===== src/rtl/dq_pkg.sv =====
// Package for the double-ended queue: sizes, codes, item and control types.
`default_nettype none
package dq_pkg;

  localparam int DEPTH         = 1024;
  localparam int ADDR_W        = $clog2(DEPTH);
  localparam int CNT_W         = $clog2(DEPTH + 1);
  localparam int SUM_W         = ADDR_W + 2;
  localparam int WORD_W        = 32;
  localparam int COUNT_FIELD_W = 11;

  localparam logic signed [WORD_W-1:0] NEG_ONE = '1;

  typedef enum logic [1:0] {
    OP_PUSH_FRONT = 2'd0,
    OP_PUSH_BACK  = 2'd1,
    OP_POP_FRONT  = 2'd2,
    OP_POP_BACK   = 2'd3
  } op_t;

  typedef struct packed {
    op_t                      cmd;
    logic signed [WORD_W-1:0] push_value;
  } in_item_t;

  typedef struct packed {
    logic signed [WORD_W-1:0]  popped_value;
    logic                      pop_ok;
    logic                      overflow;
    logic [COUNT_FIELD_W-1:0]  count;
    logic                      is_empty;
    logic signed [WORD_W-1:0]  front_value;
    logic signed [WORD_W-1:0]  back_value;
  } out_item_t;

  typedef enum logic [1:0] {
    ST_IDLE,
    ST_EXEC,
    ST_READ,
    ST_FORM
  } state_t;

  // controller -> datapath
  typedef struct packed {
    logic load;
    logic exec;
    logic read_ends;
    logic form;
  } ctrl_cmd_t;

  // datapath -> controller
  typedef struct packed {
    logic out_busy;
  } dp_stat_t;

endpackage
`default_nettype wire


===== src/rtl/dq_ctrl.sv =====
// Sequencer for the double-ended queue: steps one item through its phases.
`default_nettype none
module dq_ctrl (
  input  wire                 clk,
  input  wire                 rst_n,
  input  wire                 in_valid,
  output logic                in_stall,
  output dq_pkg::ctrl_cmd_t   cmd,
  input  dq_pkg::dp_stat_t    stat
);

  dq_pkg::state_t state_r, state_nxt;

  always_ff @(posedge clk) begin
    if (!rst_n) begin
      state_r <= dq_pkg::ST_IDLE;
    end else begin
      state_r <= state_nxt;
    end
  end

  always_comb begin
    state_nxt = state_r;
    cmd       = '0;
    in_stall  = 1'b1;
    case (state_r)
      dq_pkg::ST_IDLE: begin
        in_stall = 1'b0;
        if (in_valid) begin
          cmd.load  = 1'b1;
          state_nxt = dq_pkg::ST_EXEC;
        end
      end
      dq_pkg::ST_EXEC: begin
        cmd.exec  = 1'b1;
        state_nxt = dq_pkg::ST_READ;
      end
      dq_pkg::ST_READ: begin
        cmd.read_ends = 1'b1;
        state_nxt     = dq_pkg::ST_FORM;
      end
      dq_pkg::ST_FORM: begin
        // hold until the output register can take the result
        if (!stat.out_busy) begin
          cmd.form  = 1'b1;
          state_nxt = dq_pkg::ST_IDLE;
        end
      end
      default: begin
        state_nxt = dq_pkg::ST_IDLE;
      end
    endcase
  end

endmodule
`default_nettype wire


===== config.mk =====
export PLATFORM = sky130hd
export DESIGN_NAME = dq_ctrl
export DESIGN_NICKNAME = d
export VERILOG_FILES = /design/src/rtl/dq_pkg.sv /design/src/rtl/dq_ctrl.sv
export SDC_FILE = /design/constraint.sdc
export NUM_CORES = 1
export LEC_CHECK = 0
export BUFFER_PORTS_ARGS = -buffer_cell sky130_fd_sc_hd__buf_2
export CAP_MARGIN = 20
export CORE_AREA = 3 3 40 42
export CTS_CLUSTER_SIZE = 24
export DETAILED_ROUTE_END_ITERATION = 7
export DIE_AREA = 0 0 43 45
export MAX_ROUTING_LAYER = met4
export PLACE_DENSITY = 0.35
export SLEW_MARGIN = 20
export SYNTH_ARGS = -nofsm -noshare
export SYNTH_HDL_FRONTEND = slang
export SYNTH_SLANG_ARGS = --single-unit

===== constraint.sdc =====
create_clock -name clk -period 2.6 [get_ports clk]
set_clock_uncertainty 0.15 [all_clocks]
set_input_delay 0.52 -clock clk [delete_from_list [all_inputs] [get_ports clk]]
set_output_delay 0.52 -clock clk [all_outputs]
set_load 0.1 [all_outputs]

# --- Yosys cells after proc, flatten, opt, wreduce, memory -nomap -nowiden ---
# Index checks and enable logic that the tools add are counted.
word_totals:
  word_cells: 18
  reg_bits: 2
  output_inout_bits: 5
op_classes:
  eq_ne: 5
  reduce_logical: 2
  n_mux: 10
ops:
  columns: ["operator", "n"]
  rows:
  - ["one-hot mux 2 bit (4 select lines)", 1]
  - ["2-to-1 mux 1 bit", 7]
  - ["== test 2 bit (second input constant)", 2]
  - ["2-to-1 mux 2 bit", 2]
  - ["!= test 2 bit (second input constant)", 2]
  - ["== test 2 x 1 -> 1 bit (second input constant)", 1]
  - ["zero test 2 bit", 1]
  - ["AND reduction 2 bit", 1]

# --- Logic depth before layout (Yosys ltp) ---
depth:
  depth_word: 3
  mapped_depth: 5
  depth_no_buf: 5

# --- Least setup slack after synthesis ---
# OpenSTA, ideal clock, no wires.
synth_timing:
  kind: "register to output"
  start: "register state_r[0]"
  end: "output cmd[0] (netlist bit)"
  arrival_ns: 1.889
  path_stages_with_launch: 3
  setup_slack_ns: 0.041
  required_ns: 1.930
  path_cell_list: "dfxtp_1 > ha_1 > nor2b_1"
synth_rtl:
  columns: ["item", "line_no", "rtl"]
  rows:
  - ["start: declaration", "dq_ctrl.sv:12", "dq_pkg::state_t state_r, state_nxt;"]
  - ["start signal: assignment", "dq_ctrl.sv:16", "state_r <= dq_pkg::ST_IDLE;"]
  - ["start signal: assignment", "dq_ctrl.sv:18", "state_r <= state_nxt;"]
  - ["end: declaration", "dq_ctrl.sv:8", "output dq_pkg::ctrl_cmd_t cmd,"]

# --- Final worst setup path ---
layout_timing:
  start: "register state_r[0]"
  end: "output in_stall"
layout_via:
  elab_chain_cells: 2
layout_rtl:
  columns: ["item", "line_no", "rtl"]
  rows:
  - ["zero test 2 bit", "dq_ctrl.sv:26", "case (state_r)"]
  - ["2-to-1 mux 1 bit", "dq_ctrl.sv:26", null]
  - ["end: declaration", "dq_ctrl.sv:7", "output logic in_stall,"]
# Every way passes these cells.

==> flow_summary.json <==
{
  "run_status": "complete, no violations",
  "cts.root.buffer_cell": "sky130_fd_sc_hd__clkbuf_4",
  "critical_path.cell_chain": "inv_1 -> ha_1 -> inv_2 -> buf_2",
  "worst_path_required_ps": 1930,
  "dpl_cell_area_um2": 238,
  "timing.critical_path.to_type": "output port",
  "clock_insertion_delay_worst_skew_ps": 220,
  "num_io_pins": 9,
  "post-route-drc-count": 0,
  "drtAntennaViolNets": 0,
  "finalWeightedCongestion": 0.694,
  "drive_gt1_share_pct": 46.7,
  "path_max_fanout": 4,
  "timing.setup.critical_path_class": "flop to output port",
  "core_region_area_mm2": 0.00128,
  "final.fill_count": 146,
  "die-height_um": 45,
  "drt_iter0_markers": 3,
  "track_usage_pct": 5.56,
  "average_wire_per_cell_in_the_routed_design_um": 8.69,
  "setup.worst_path.start_class": "flop",
  "fp.dieArea_mm2": 0.00194,
  "finalWirelength_um": 391,
  "final_net_count": 41,
  "vias_per_cell": 3.53,
  "finalInstanceArea_um2": 260,
  "synth_fp_nets": 28,
  "grt_antenna_before_repair": 0,
  "setup_viol_count_final": 0,
  "htree_levels": 1,
  "max_freq_ghz": 0.482,
  "cts-resized-gates": 0,
  "std_cell_rows": 13,
  "start_util_pct": 13.9,
  "final-hold-violation-count": 0,
  "worstRegToRegCells": 5,
  "dp_hpwl_um": 315,
  "final_cell_mix": "sky130_fd_sc_hd__buf_2 (8), sky130_fd_sc_hd__ha_1 (5), sky130_fd_sc_hd__nand2_1 (3), sky130_fd_sc_hd__clkbuf_4 (3)",
  "ys.warnings.count": 0,
  "crit_slowest_cell": "sky130_fd_sc_hd__buf_2",
  "cts.repair_timing.setup_buffer_count": 0,
  "die-width_um": 43,
  "buffers_from_clock_root_to_sink_at_most": 2,
  "synth_cell_type_count": 10,
  "final_common_cell": "sky130_fd_sc_hd__buf_2",
  "synth_seq_area_share_pct": 22.4,
  "period_needed_ps": 2070,
  "timing.hold.worst_endpoint": "state_r[1]",
  "areaGrowthSynthToFinish_pct": 45.5,
  "hold_path.class": "flop to flop",
  "final_core_utilization_pct": 20.3,
  "n_antenna_cell": 0,
  "slew_headroom_pct": 67.7,
  "top_regs": "state_r x2",
  "rsz0062_at_grt": "no",
  "top_register": "state_r",
  "clkTransAtPathRegs_ps": 30,
  "max_cap_violations": 0,
  "synth_area_um2": 179,
  "grt_pass1_wl_um": 703,
  "routed-via-count": 159,
  "globalRoute.totalOverflow": 0,
  "r2r_start": "state_r[0]",
  "fin_tns_setup_ps": 0,
  "post_synth_inst_count": 19,
  "number_of_port_buffers": 8,
  "tritoncts.num_buffers": 3,
  "crit_arrival_ps": 1400,
  "cts_tree": "done",
  "final_min_period_over_clock_period_pct": 79.8,
  "hold_start": "state_r[1]",
  "syn_avg_cell_area_um2": 9.42,
  "worst_r2r_endpoint": "state_r[0]",
  "largest_reg_flops": 2,
  "pin_count_of_the_biggest_net_entering_global_routing": 5,
  "finalHoldWorstSlack_ps": 360,
  "cp_slowest_stage_delay_ps": 420,
  "yosys_register_bits": 2,
  "grt_pass1_vias": 186,
  "clock-sinks": 2,
  "timing.final.max_slew_violations": 0,
  "cts_hold_repair.buffers": 0,
  "firstDrtPassIters": 3,
  "reg2reg_setup_slack_ps": 1230,
  "hold_depth": 2,
  "max_slew.worst_pin.slew_ps": 488
}
==> synthesized netlist by cell type <==
cell type,number,area share [%]
sky130_fd_sc_hd__inv_2,1,2.1
sky130_fd_sc_hd__mux2i_1,2,11
sky130_fd_sc_hd__inv_1,2,4.2
sky130_fd_sc_hd__dfxtp_1,2,22
sky130_fd_sc_hd__a2bb2oi_2,1,8.4
sky130_fd_sc_hd__and2_2,1,4.2
sky130_fd_sc_hd__nor2b_1,1,3.5
sky130_fd_sc_hd__o21ai_0,1,2.8
sky130_fd_sc_hd__nand2_1,3,6.3
sky130_fd_sc_hd__ha_1,5,35
==> worst max-delay path by stage <==
stage | start | endpoint | slack, ps | depth (start not counted)
6_report | state_r[0] | in_stall | 530 | 4
5_1_grt | state_r[0] | in_stall | 430 | 4
4_1_cts | state_r[0] | in_stall | 500 | 4
3_5_place_dp | state_r[0] | in_stall | 740 | 4
3_3_place_gp | state_r[0] | in_stall | 750 | 4
2_1_floorplan | state_r[0] | cmd[0] | 40 | 2
==> cell type report <==
cell class / instances / area, µm² / share of cell area, %
inverter: 3 / 11.3 / 4.33
sequential: 2 / 40.0 / 15.4
tap: 15 / 18.8 / 7.21
clock buffer: 3 / 22.5 / 8.65
multi-input combinational: 14 / 128 / 49.0
timing repair buffer: 8 / 40.0 / 15.4
==> worst max-delay path, delay by kind of cell (launching register included) <==
family	cells	cell delay [ps]
flip-flops	1	380
adder cells (fa/ha/maj)	1	220
buffers and inverters	3	580
==> per-stage QoR <==
stage | setup slack (ps) | instances
2_1_floorplan | 40.6 | 19
3_3_place_gp | 753 | 42
3_5_place_dp | 743 | 42
4_1_cts | 500 | 45
5_1_grt | 435 | 45
6_report | 526 | 45
==> layer usage <==
metal | GRT usage (%) | up-vias | wire length, µm
li1 | - | 84 | -
met1 | 5.74 | 67 | 191
met2 | 6.89 | 8 | 161
met3 | 2.39 | 0 | 38
met4 | 7.23 | 0 | 0
met5 | - | - | 0
==> cells by family after synthesis <==
kind of cell	Yosys count	share of synthesized area, %
and+or+nand+nor	5	14.0
adders and majority gates	5	35.0
buffers and inverters	3	6.29
muxes	2	11.2
DFF	2	22.4
AOI/OAI and AO/OA	2	11.2
Power is left out: the tool's default activity adds up to more than one toggle a clock period on the data nets, which glitch-free logic cannot reach.
